## src/hw/rtl/bgra_pair_pack_to_uyvy_uyva_macros.svh

```systemverilog
// ----------------------------------------------------------------------------
// BGRA pair packer assertion macros
// Shared concurrent checks, sampled on clk and disabled while rst_n is low.
// ----------------------------------------------------------------------------
`ifndef BGRA_PAIR_PACK_TO_UYVY_UYVA_MACROS_SVH
`define BGRA_PAIR_PACK_TO_UYVY_UYVA_MACROS_SVH

// same-cycle implication
`define BPP_ASSERT_IMP(lbl, ante, cons) \
  lbl: assert property (@(posedge clk) disable iff (!rst_n) (ante) |-> (cons)) \
    else $error("bpp same-cycle check failed");

// next-cycle implication
`define BPP_ASSERT_NXT(lbl, ante, cons) \
  lbl: assert property (@(posedge clk) disable iff (!rst_n) (ante) |=> (cons)) \
    else $error("bpp next-cycle check failed");

`endif

```

## src/hw/rtl/bpp_pkg.sv

```systemverilog
// ----------------------------------------------------------------------------
// BGRA pair packer package
// Beat types, pack mode codes and fixed-point coefficient helpers.
// ----------------------------------------------------------------------------
`default_nettype none

package bpp_pkg;

  localparam int COEFF_FRACTION_BITS_DFLT = 16;

  localparam logic [7:0] BYTE_MAX  = 8'hFF;
  localparam logic [7:0] BYTE_ZERO = 8'h00;
  localparam logic [3:0] COUNT_FULL = 4'd8;
  localparam logic [3:0] COUNT_HALF = 4'd4;

  typedef enum logic [1:0] {
    MODE_BGRA = 2'd0,
    MODE_BGRX = 2'd1,
    MODE_UYVY = 2'd2,
    MODE_UYVA = 2'd3
  } pack_mode_t;

  typedef struct packed {
    logic [7:0] blue_first;
    logic [7:0] green_first;
    logic [7:0] red_first;
    logic [7:0] alpha_first;
    logic [7:0] blue_second;
    logic [7:0] green_second;
    logic [7:0] red_second;
    logic [7:0] alpha_second;
    logic       has_second;
  } in_beat_t;

  typedef struct packed {
    logic [7:0] packed_byte_0;
    logic [7:0] packed_byte_1;
    logic [7:0] packed_byte_2;
    logic [7:0] packed_byte_3;
    logic [7:0] packed_byte_4;
    logic [7:0] packed_byte_5;
    logic [7:0] packed_byte_6;
    logic [7:0] packed_byte_7;
    logic [7:0] plane_alpha_0;
    logic [7:0] plane_alpha_1;
    logic [3:0] packed_count;
  } out_beat_t;

  typedef struct packed {
    logic mul_en;
    logic sum_en;
  } pipe_en_t;

  function automatic longint coeff_fix(input int thousandths, input int frac_bits);
    longint mag;
    longint k;
    mag = (thousandths < 0) ? -longint'(thousandths) : longint'(thousandths);
    k = (mag * (longint'(1) << frac_bits) + 500) / 1000;
    return (thousandths < 0) ? -k : k;
  endfunction

  function automatic longint chroma_offset(input int frac_bits);
    return longint'(255) << (frac_bits - 1);
  endfunction

endpackage

`default_nettype wire

```

## src/hw/rtl/bgra_pair_pack_to_uyvy_uyva.sv

```systemverilog
// Registered stages from input beat acceptance to out_valid: multiply, sum/clamp, merge.
// Throughput: a pixel pair per clock unless stalled; lanes Y0, Y1, U, V run in parallel.
// Stalls back up the three-stage pipeline; in_stall marks a full, blocked first stage.
// Reset (rst_n low, synchronous) empties the pipeline and sets pack_mode to BGRA.
// ----------------------------------------------------------------------------
// BGRA pair packer top level
// Packs a BGRA pixel pair as BGRA, BGRX, UYVY or UYVY with alpha plane.
// ----------------------------------------------------------------------------
`default_nettype none

module bgra_pair_pack_to_uyvy_uyva #(
  parameter int COEFF_FRACTION_BITS = bpp_pkg::COEFF_FRACTION_BITS_DFLT
) (
  input  wire logic              clk,
  input  wire logic              rst_n,
  input  wire logic              in_valid,
  output logic                   in_stall,
  input  wire bpp_pkg::in_beat_t in_data,
  output logic                   out_valid,
  input  wire logic              out_stall,
  output bpp_pkg::out_beat_t     out_data,
  input  wire logic              cfg_wr_en,
  input  wire logic [1:0]        cfg_wr_data
);

  import bpp_pkg::*;

  `include "bgra_pair_pack_to_uyvy_uyva_macros.svh"

  localparam longint K_Y_R = coeff_fix(299, COEFF_FRACTION_BITS);
  localparam longint K_Y_G = coeff_fix(587, COEFF_FRACTION_BITS);
  localparam longint K_Y_B = coeff_fix(114, COEFF_FRACTION_BITS);
  localparam longint K_U_R = coeff_fix(-169, COEFF_FRACTION_BITS);
  localparam longint K_U_G = coeff_fix(-331, COEFF_FRACTION_BITS);
  localparam longint K_U_B = coeff_fix(500, COEFF_FRACTION_BITS);
  localparam longint K_V_R = coeff_fix(500, COEFF_FRACTION_BITS);
  localparam longint K_V_G = coeff_fix(-419, COEFF_FRACTION_BITS);
  localparam longint K_V_B = coeff_fix(-81, COEFF_FRACTION_BITS);
  localparam longint C_OFS = chroma_offset(COEFF_FRACTION_BITS);

  pack_mode_t mode_r;
  logic       v1_r, v2_r, vo_r;
  logic       rdy1, rdy2, rdy_o;
  in_beat_t   beat_a_r, beat_b_r;
  pipe_en_t   lane_en;
  logic [7:0] red_y1, green_y1, blue_y1;
  logic [7:0] u_byte, y0_byte, v_byte, y1_byte;

  assign rdy_o = !vo_r || !out_stall;
  assign rdy2  = !v2_r || rdy_o;
  assign rdy1  = !v1_r || rdy2;

  assign in_stall  = !rdy1;
  assign out_valid = vo_r;

  assign lane_en = '{mul_en: rdy1, sum_en: rdy2};

  always_ff @(posedge clk) begin
    if (!rst_n) begin
      mode_r <= MODE_BGRA;
      v1_r   <= 1'b0;
      v2_r   <= 1'b0;
      vo_r   <= 1'b0;
    end else begin
      if (cfg_wr_en) begin
        mode_r <= pack_mode_t'(cfg_wr_data);
      end
      if (rdy1) begin
        v1_r <= in_valid;
      end
      if (rdy2) begin
        v2_r <= v1_r;
      end
      if (rdy_o) begin
        vo_r <= v2_r;
      end
    end
  end

  always_ff @(posedge clk) begin
    if (rdy1) begin
      beat_a_r <= in_data;
    end
    if (rdy2) begin
      beat_b_r <= beat_a_r;
    end
  end

  // duplicate the first pixel when the second is absent
  assign red_y1   = in_data.has_second ? in_data.red_second   : in_data.red_first;
  assign green_y1 = in_data.has_second ? in_data.green_second : in_data.green_first;
  assign blue_y1  = in_data.has_second ? in_data.blue_second  : in_data.blue_first;

  bpp_lane #(
    .FRAC_BITS(COEFF_FRACTION_BITS), .K_RED(K_Y_R), .K_GREEN(K_Y_G), .K_BLUE(K_Y_B),
    .OFFSET(0)
  ) u_lane_y0 (
    .clk(clk), .en(lane_en), .red_in(in_data.red_first), .green_in(in_data.green_first),
    .blue_in(in_data.blue_first), .byte_out(y0_byte)
  );

  bpp_lane #(
    .FRAC_BITS(COEFF_FRACTION_BITS), .K_RED(K_Y_R), .K_GREEN(K_Y_G), .K_BLUE(K_Y_B),
    .OFFSET(0)
  ) u_lane_y1 (
    .clk(clk), .en(lane_en), .red_in(red_y1), .green_in(green_y1),
    .blue_in(blue_y1), .byte_out(y1_byte)
  );

  bpp_lane #(
    .FRAC_BITS(COEFF_FRACTION_BITS), .K_RED(K_U_R), .K_GREEN(K_U_G), .K_BLUE(K_U_B),
    .OFFSET(C_OFS)
  ) u_lane_u (
    .clk(clk), .en(lane_en), .red_in(in_data.red_first), .green_in(in_data.green_first),
    .blue_in(in_data.blue_first), .byte_out(u_byte)
  );

  bpp_lane #(
    .FRAC_BITS(COEFF_FRACTION_BITS), .K_RED(K_V_R), .K_GREEN(K_V_G), .K_BLUE(K_V_B),
    .OFFSET(C_OFS)
  ) u_lane_v (
    .clk(clk), .en(lane_en), .red_in(in_data.red_first), .green_in(in_data.green_first),
    .blue_in(in_data.blue_first), .byte_out(v_byte)
  );

  bpp_merge u_merge (
    .clk(clk), .load(rdy_o), .mode(mode_r), .beat(beat_b_r),
    .u_byte(u_byte), .y0_byte(y0_byte), .v_byte(v_byte), .y1_byte(y1_byte),
    .out_data(out_data)
  );

  `BPP_ASSERT_NXT(a_accept_fills, in_valid && !in_stall, v1_r)
  `BPP_ASSERT_IMP(a_full_stalls, v1_r && v2_r && vo_r && out_stall, in_stall)
  `BPP_ASSERT_IMP(a_half_zero_tail, out_valid && out_data.packed_count != COUNT_FULL,
    out_data.packed_byte_4 == BYTE_ZERO && out_data.packed_byte_7 == BYTE_ZERO)
  `BPP_ASSERT_IMP(a_plane_alpha_yuv,
    out_valid && (out_data.plane_alpha_0 != BYTE_ZERO || out_data.plane_alpha_1 != BYTE_ZERO),
    out_data.packed_count == COUNT_HALF)

endmodule

`default_nettype wire

```

## src/hw/rtl/bpp_lane.sv

```systemverilog
// ----------------------------------------------------------------------------
// BGRA pair packer color lane
// Weighted sum of one RGB triple: registered products, then sum, offset,
// truncate and clamp to a byte.
// ----------------------------------------------------------------------------
`default_nettype none

module bpp_lane #(
  parameter int     FRAC_BITS = bpp_pkg::COEFF_FRACTION_BITS_DFLT,
  parameter longint K_RED     = 0,
  parameter longint K_GREEN   = 0,
  parameter longint K_BLUE    = 0,
  parameter longint OFFSET    = 0
) (
  input  wire logic              clk,
  input  wire bpp_pkg::pipe_en_t en,
  input  wire logic [7:0]        red_in,
  input  wire logic [7:0]        green_in,
  input  wire logic [7:0]        blue_in,
  output logic [7:0]             byte_out
);

  import bpp_pkg::*;

  localparam int CW = FRAC_BITS + 1;
  localparam int PW = CW + 9;
  localparam int AW = FRAC_BITS + 11;

  localparam logic signed [CW-1:0] KR = CW'(K_RED);
  localparam logic signed [CW-1:0] KG = CW'(K_GREEN);
  localparam logic signed [CW-1:0] KB = CW'(K_BLUE);
  localparam logic signed [AW-1:0] OFS = AW'(OFFSET);

  logic signed [PW-1:0] prod_red_nxt, prod_green_nxt, prod_blue_nxt;
  logic signed [PW-1:0] prod_red_r, prod_green_r, prod_blue_r;
  logic signed [AW-1:0] acc;
  logic        [AW-FRAC_BITS-2:0] quot;
  logic        [7:0]    byte_nxt;
  logic        [7:0]    byte_r;

  assign prod_red_nxt   = PW'($signed({1'b0, red_in}))   * PW'(KR);
  assign prod_green_nxt = PW'($signed({1'b0, green_in})) * PW'(KG);
  assign prod_blue_nxt  = PW'($signed({1'b0, blue_in}))  * PW'(KB);

  always_ff @(posedge clk) begin
    if (en.mul_en) begin
      prod_red_r   <= prod_red_nxt;
      prod_green_r <= prod_green_nxt;
      prod_blue_r  <= prod_blue_nxt;
    end
  end

  always_comb begin
    acc  = AW'(prod_red_r) + AW'(prod_green_r) + AW'(prod_blue_r) + OFS;
    quot = acc[AW-2:FRAC_BITS];
    if (acc[AW-1]) begin
      byte_nxt = BYTE_ZERO;
    end else if (|quot[AW-FRAC_BITS-2:8]) begin
      byte_nxt = BYTE_MAX;
    end else begin
      byte_nxt = quot[7:0];
    end
  end

  always_ff @(posedge clk) begin
    if (en.sum_en) begin
      byte_r <= byte_nxt;
    end
  end

  assign byte_out = byte_r;

endmodule

`default_nettype wire

```

## src/hw/rtl/bpp_merge.sv

```systemverilog
// ----------------------------------------------------------------------------
// BGRA pair packer merge stage
// Combines lane results and passthrough bytes per pack mode into the
// output register.
// ----------------------------------------------------------------------------
`default_nettype none

module bpp_merge (
  input  wire logic                clk,
  input  wire logic                load,
  input  wire bpp_pkg::pack_mode_t mode,
  input  wire bpp_pkg::in_beat_t   beat,
  input  wire logic [7:0]          u_byte,
  input  wire logic [7:0]          y0_byte,
  input  wire logic [7:0]          v_byte,
  input  wire logic [7:0]          y1_byte,
  output bpp_pkg::out_beat_t       out_data
);

  import bpp_pkg::*;

  out_beat_t out_nxt;
  out_beat_t out_r;

  always_comb begin
    out_nxt = '0;
    unique case (mode)
      MODE_BGRA, MODE_BGRX: begin
        out_nxt.packed_byte_0 = beat.blue_first;
        out_nxt.packed_byte_1 = beat.green_first;
        out_nxt.packed_byte_2 = beat.red_first;
        out_nxt.packed_byte_3 = (mode == MODE_BGRX) ? BYTE_MAX : beat.alpha_first;
        out_nxt.packed_count  = COUNT_HALF;
        if (beat.has_second) begin
          out_nxt.packed_byte_4 = beat.blue_second;
          out_nxt.packed_byte_5 = beat.green_second;
          out_nxt.packed_byte_6 = beat.red_second;
          out_nxt.packed_byte_7 = (mode == MODE_BGRX) ? BYTE_MAX : beat.alpha_second;
          out_nxt.packed_count  = COUNT_FULL;
        end
      end
      MODE_UYVY, MODE_UYVA: begin
        out_nxt.packed_byte_0 = u_byte;
        out_nxt.packed_byte_1 = y0_byte;
        out_nxt.packed_byte_2 = v_byte;
        out_nxt.packed_byte_3 = y1_byte;
        out_nxt.packed_count  = COUNT_HALF;
        if (mode == MODE_UYVA) begin
          out_nxt.plane_alpha_0 = beat.alpha_first;
          out_nxt.plane_alpha_1 = beat.has_second ? beat.alpha_second : BYTE_ZERO;
        end
      end
      default: out_nxt = '0;
    endcase
  end

  always_ff @(posedge clk) begin
    if (load) begin
      out_r <= out_nxt;
    end
  end

  assign out_data = out_r;

endmodule

`default_nettype wire
```

## config.mk

```make
export PLATFORM = sky130hd
export DESIGN_NAME = bgra_pair_pack_to_uyvy_uyva
export DESIGN_NICKNAME = d
export VERILOG_FILES = /design/src/hw/rtl/bpp_pkg.sv /design/src/hw/rtl/bgra_pair_pack_to_uyvy_uyva.sv /design/src/hw/rtl/bpp_lane.sv /design/src/hw/rtl/bpp_merge.sv
export VERILOG_INCLUDE_DIRS = /design/src /design/src/hw/rtl
export SDC_FILE = /design/constraint.sdc
export NUM_CORES = 2
export LEC_CHECK = 0
export BUFFER_PORTS_ARGS = -buffer_cell sky130_fd_sc_hd__buf_2
export CORE_AREA = 2 2 269 271
export CTS_BUF_LIST = sky130_fd_sc_hd__clkbuf_8
export DETAILED_ROUTE_END_ITERATION = 8
export DIE_AREA = 0 0 271 273
export GPL_TIMING_DRIVEN = 0
export PLACE_DENSITY = 0.72
export REMOVE_ABC_BUFFERS = 1
export SYNTH_ARGS = -nofsm -noshare
export SYNTH_HDL_FRONTEND = slang
export SYNTH_SLANG_ARGS = --single-unit
```

## constraint.sdc

```tcl
create_clock -name clk -period 6.55 [get_ports clk]
set_input_delay 0.3275 -clock clk [delete_from_list [all_inputs] [get_ports clk]]
set_output_delay 0.3275 -clock clk [all_outputs]
set_load 0.02 [all_outputs]
```

==> summary.md <==
| Metric | Value |
|---|---|
| Top cells by area, synth | `edfxtp_1 36%, ha_1 22%, fa_1 16%` |
| Pre-antenna DRT Iters | `5` |
| Min cycle time layout | `5.990 ns` |
| Fin. max-slew vios | `0` |
| Register area share after synthesis | `36.01%` |
| # DRC | `0` |
| I/O Pins | `158` |
| Cell depth of the worst setup path | `18` |
| Max incr delay on CP | `0.75 ns` |
| Total GRT Usage | `22.26%` |
| Critical path's top delay family | `adder cells` |
| CP Launch Point | `in_data[0]` |
| NumNets Final | `4,544` |
| Die Span X | `271 um` |
| Largest net degree at the start of global routing | `72` |
| Syn_area_per_cell | `11.80 sq um` |
| Post-Synth Adder-Cell Area | `38.39%` |
| Routed via count | `23,860` |
| Fin. Hold Viols | `0` |
| Layout cells sized above 1 | `9.088%` |
| Max-slew headroom | `22.58%` |
| Clk_lat worst skew | `0.68 ns` |
| Setup crit start kind | `input port` |
| Number of synthesized flops with an enable pin | `452` |
| Vias per inst | `5.295` |
| Reg2reg path depth | `23` |
| Crit path to | `u_lane_y1.prod_blue_r[20]` |
| Compound-cell area share of the yosys netlist | `7.961%` |
| Die H | `273 um` |
| Top FF cell, synth | `edfxtp_1` |
| Clock sinks | `457` |
| Max Buffers Root-to-Sink | `3` |
| Post-synth top area cell | `edfxtp_1` |
| Status | `completed` |
| Iteration-0 DRC count of the detailed router | `1,527` |
| Post-synthesis mux area share | `1.041%` |
| Core footprint | `71,000 sq um` |
| Post-Syn Area | `37,970 sq um` |
| Drt total wl | `80.28 mm` |
| YS warnings | `0` |
| Buffers and inverters on the worst path | `5` |
| Clock Skews | `0.04264 ns` |
| Synth top area share | `35.75%` |
| Simple-gate area share of the yosys netlist | `6.547%` |
| Clock transition at path regs | `0.06 ns` |
| Crit-path max FO | `43` |
| Fin util | `59.35%` |
| Filler Cells Inserted | `5,668` |
| Vias in the first global route | `24,170` |
| Dpl hpwl | `63.27 mm` |
| Worst-Margin Slew | `1.149 ns` |
| Initial Util | `53.48%` |
| Global route overflow | `0` |
| Power Total | `21.03 mW` |
| HP Class | `in2reg` |
| Clock root cell | `clkbuf_8` |
| Setup violators final | `0` |
| Worst path cell trace | `buf_2 > o21ai_0 > fa_1 > inv_1 > fa_1 > inv_1 > fa_1 > inv_1 > fa_1 > inv_1 > ha_1 > a211oi_1 > o31ai_1 > o41ai_1 > nor3_1 > or3_1 > a21oi_1 > xnor2_1` |
| Multi-input gate area | `22,130 sq um` |
| Commonest cells after routing, fill and taps aside | `674 x ha_1, 582 x inv_1, 452 x edfxtp_1` |
| Final period utilization | `91.45%` |
| RSZ-0062 raised after global routing | `false` |
| First-pass GRT wire length | `128.4 mm` |
| Total of max-cap violations | `0` |
| Port buffer count | `155` |
| CP arrival | `6.41 ns` |
| WS Path Type | `in2reg` |
| Die area | `73,980 sq um` |
| RD Place Congestion | `0.8856` |
| RR Endpoint | `u_lane_u.byte_out[3]` |
| Final ANT Viol Nets | `0` |
| Yosys cell types | `68` |
| H-tree depth | `3` |
| Fmax | `0.1670 GHz` |
| Synth Register Bits | `457` |
| Sequential cell area | `13,670 sq um` |
| Worst Setup End Kind | `register` |
| Commonest non-fill, non-tap cell in the layout | `ha_1` |
| Syn Inst Count | `3,218` |
| Total CTS buffers | `79` |
| CTS tree | `built` |
| R2R Path Start | `u_lane_u.prod_green_r[11]` |
| Post-Synth XOR/XNOR Area | `4.244%` |
| Power Density | `499.1 nW/um^2` |
| Main combinational cell family by area after synthesis | `adder cells` |
| Ys async rst share | `0%` |
| Max VDD drop | `0.6080 mV` |
| TNS Setup | `0 ns` |
| Post-DR wirelength/cell | `17.82 um` |
| CP max-delay cell | `fa_1` |
| Leakage | `20.33 nW` |
| Row Count | `98` |
| Area growth syn-to-layout | `10.97%` |
| Postcts setup bufs | `0` |
| R2R setup slack | `0.76 ns` |
| Initial antenna violation count | `4` |
| Critical Path RT | `6.97 ns` |
Yosys cell counts, drive strengths merged, types with 7 or more instances:
library cell,number
a21o,60
nor2,142
o21ai,88
o41ai,7
nand3,36
a21oi,129
o31ai,9
a21boi,9
mux2,28
o21bai,27
edfxtp,452
o31a,7
a211oi,11
and2,34
ha,674
xnor2,145
nand2b,19
mux2i,8
inv,563
or2,13
nor3,60
xor2,39
nand2,105
a31oi,22
or3,8
and3,37
nor2b,29
a211o,8
o21a,46
fa,307
clkbuf,16
layout make-up:
| class | instances | area share, % |
|---|---|---|
| antenna | 2 | 0.01188 |
| clock buffer | 80 | 2.613 |
| clock inverter | 64 | 1.075 |
| inverter | 564 | 5.030 |
| multi-input combinational | 2178 | 52.51 |
| sequential | 457 | 32.45 |
| tap | 950 | 2.821 |
| timing repair buffer | 211 | 3.486 |
sequential cells by signal, summed over array words and instances (netlist names), 2 cells and up:
signal and cells:
u_merge.out_data 82, beat_b_r 65, beat_a_r 49, u_lane_y0.prod_red_r 23
u_lane_y1.prod_green_r 23, u_lane_y1.prod_red_r 23, u_lane_v.prod_green_r 22, u_lane_y0.prod_blue_r 21
u_lane_y0.prod_green_r 21, u_lane_y1.prod_blue_r 21, u_lane_u.prod_red_r 20, u_lane_v.prod_blue_r 20
u_lane_u.prod_green_r 19, u_lane_u.byte_out 8, u_lane_v.byte_out 8, u_lane_y0.byte_out 8
u_lane_y1.byte_out 8, u_lane_v.prod_red_r 7, u_lane_u.prod_blue_r 4, mode_r 2
stage by stage:
| step | worst slack (ns) | hold WS [ns] | instances | instance area [sq um] |
|---|---|---|---|---|
| 4_1_cts | 0.4710 | 0.005616 | 4504 | 42130 |
| 2_1_floorplan | -1.647 | 0.4003 | 3199 | 37890 |
| 3_3_place_gp | -3.731 | 0.4002 | 4304 | 39860 |
| 6_report | 0.5602 | 0.06518 | 4506 | 42140 |
| 3_5_place_dp | -0.2456 | 0.4045 | 4312 | 40090 |
| 5_1_grt | 0.1312 | 0.03744 | 4506 | 42140 |
per-layer routing:
metal	global-route usage [%]	wire, um	up-vias
met4	6.514	1844	4
met5	0	23	-
met1	32.00	38210	11520
met3	2.917	3898	110
li1	-	-	11720
met2	35.46	36300	515
worst reg2reg max path: stages (launching register included):
cell	delay [ns]
edfxtp_1	0.37
ha_1	0.34
a21o_1	0.19
a221o_1	0.34
a41oi_1	0.16
o31ai_1	0.17
o31a_1	0.32
and2_1	0.19
o21ai_0	0.15
nand2b_1	0.11
xnor2_1	0.33
ha_1	0.31
inv_1	0.06
ha_1	0.24
inv_1	0.09
o21bai_1	0.10
a21o_1	0.19
a21o_1	0.20
a31oi_1	0.36
a211oi_1	0.14
a31oi_1	0.21
mux2i_1	0.09
a311oi_1	0.85
a21o_1	0.15
how the worst min path moves through the flow:
stage,slack (ns),from,end,cells after the start
after CTS,0.006,in_data[60],u_lane_v.prod_blue_r[5],1
final,0.07,in_data[60],u_lane_v.prod_blue_r[5],1
after detailed placement,0.40,beat_a_r[16],beat_b_r[16],0
after floorplan,0.40,beat_a_r[0],beat_b_r[0],0
after global routing,0.04,in_data[60],u_lane_v.prod_blue_r[5],1
after global placement,0.40,beat_a_r[55],beat_b_r[55],0
repair_timing:
item | 4_1_cts | 5_1_grt
endpoints found under the setup margin | 0 | 2
hold endpoints to repair | 45 | 0
gates resized for setup | 0 | 1
hold buffers | 48 | 0
power breakdown:
part	switching, mW	internal (mW)	total (mW)	leakage [nW]
Combinational	7.35	5.90	13.3	14.6
Sequential	0.442	4.76	5.20	4.88
Clock	1.25	1.33	2.58	0.856
kinds of logic (layout without fill, tap and decap cells):
family / count (synthesis) / in the layout
DFF: 457 / 457
xor gates and xnor gates: 184 / 184
buffers and inverters: 584 / 919
other: 1 / 4
muxes: 36 / 36
adders and majority gates: 981 / 981
and+or+nand+nor: 509 / 509
AOI/OAI and AO/OA: 466 / 466
Power figures use the tool's default switching activity.
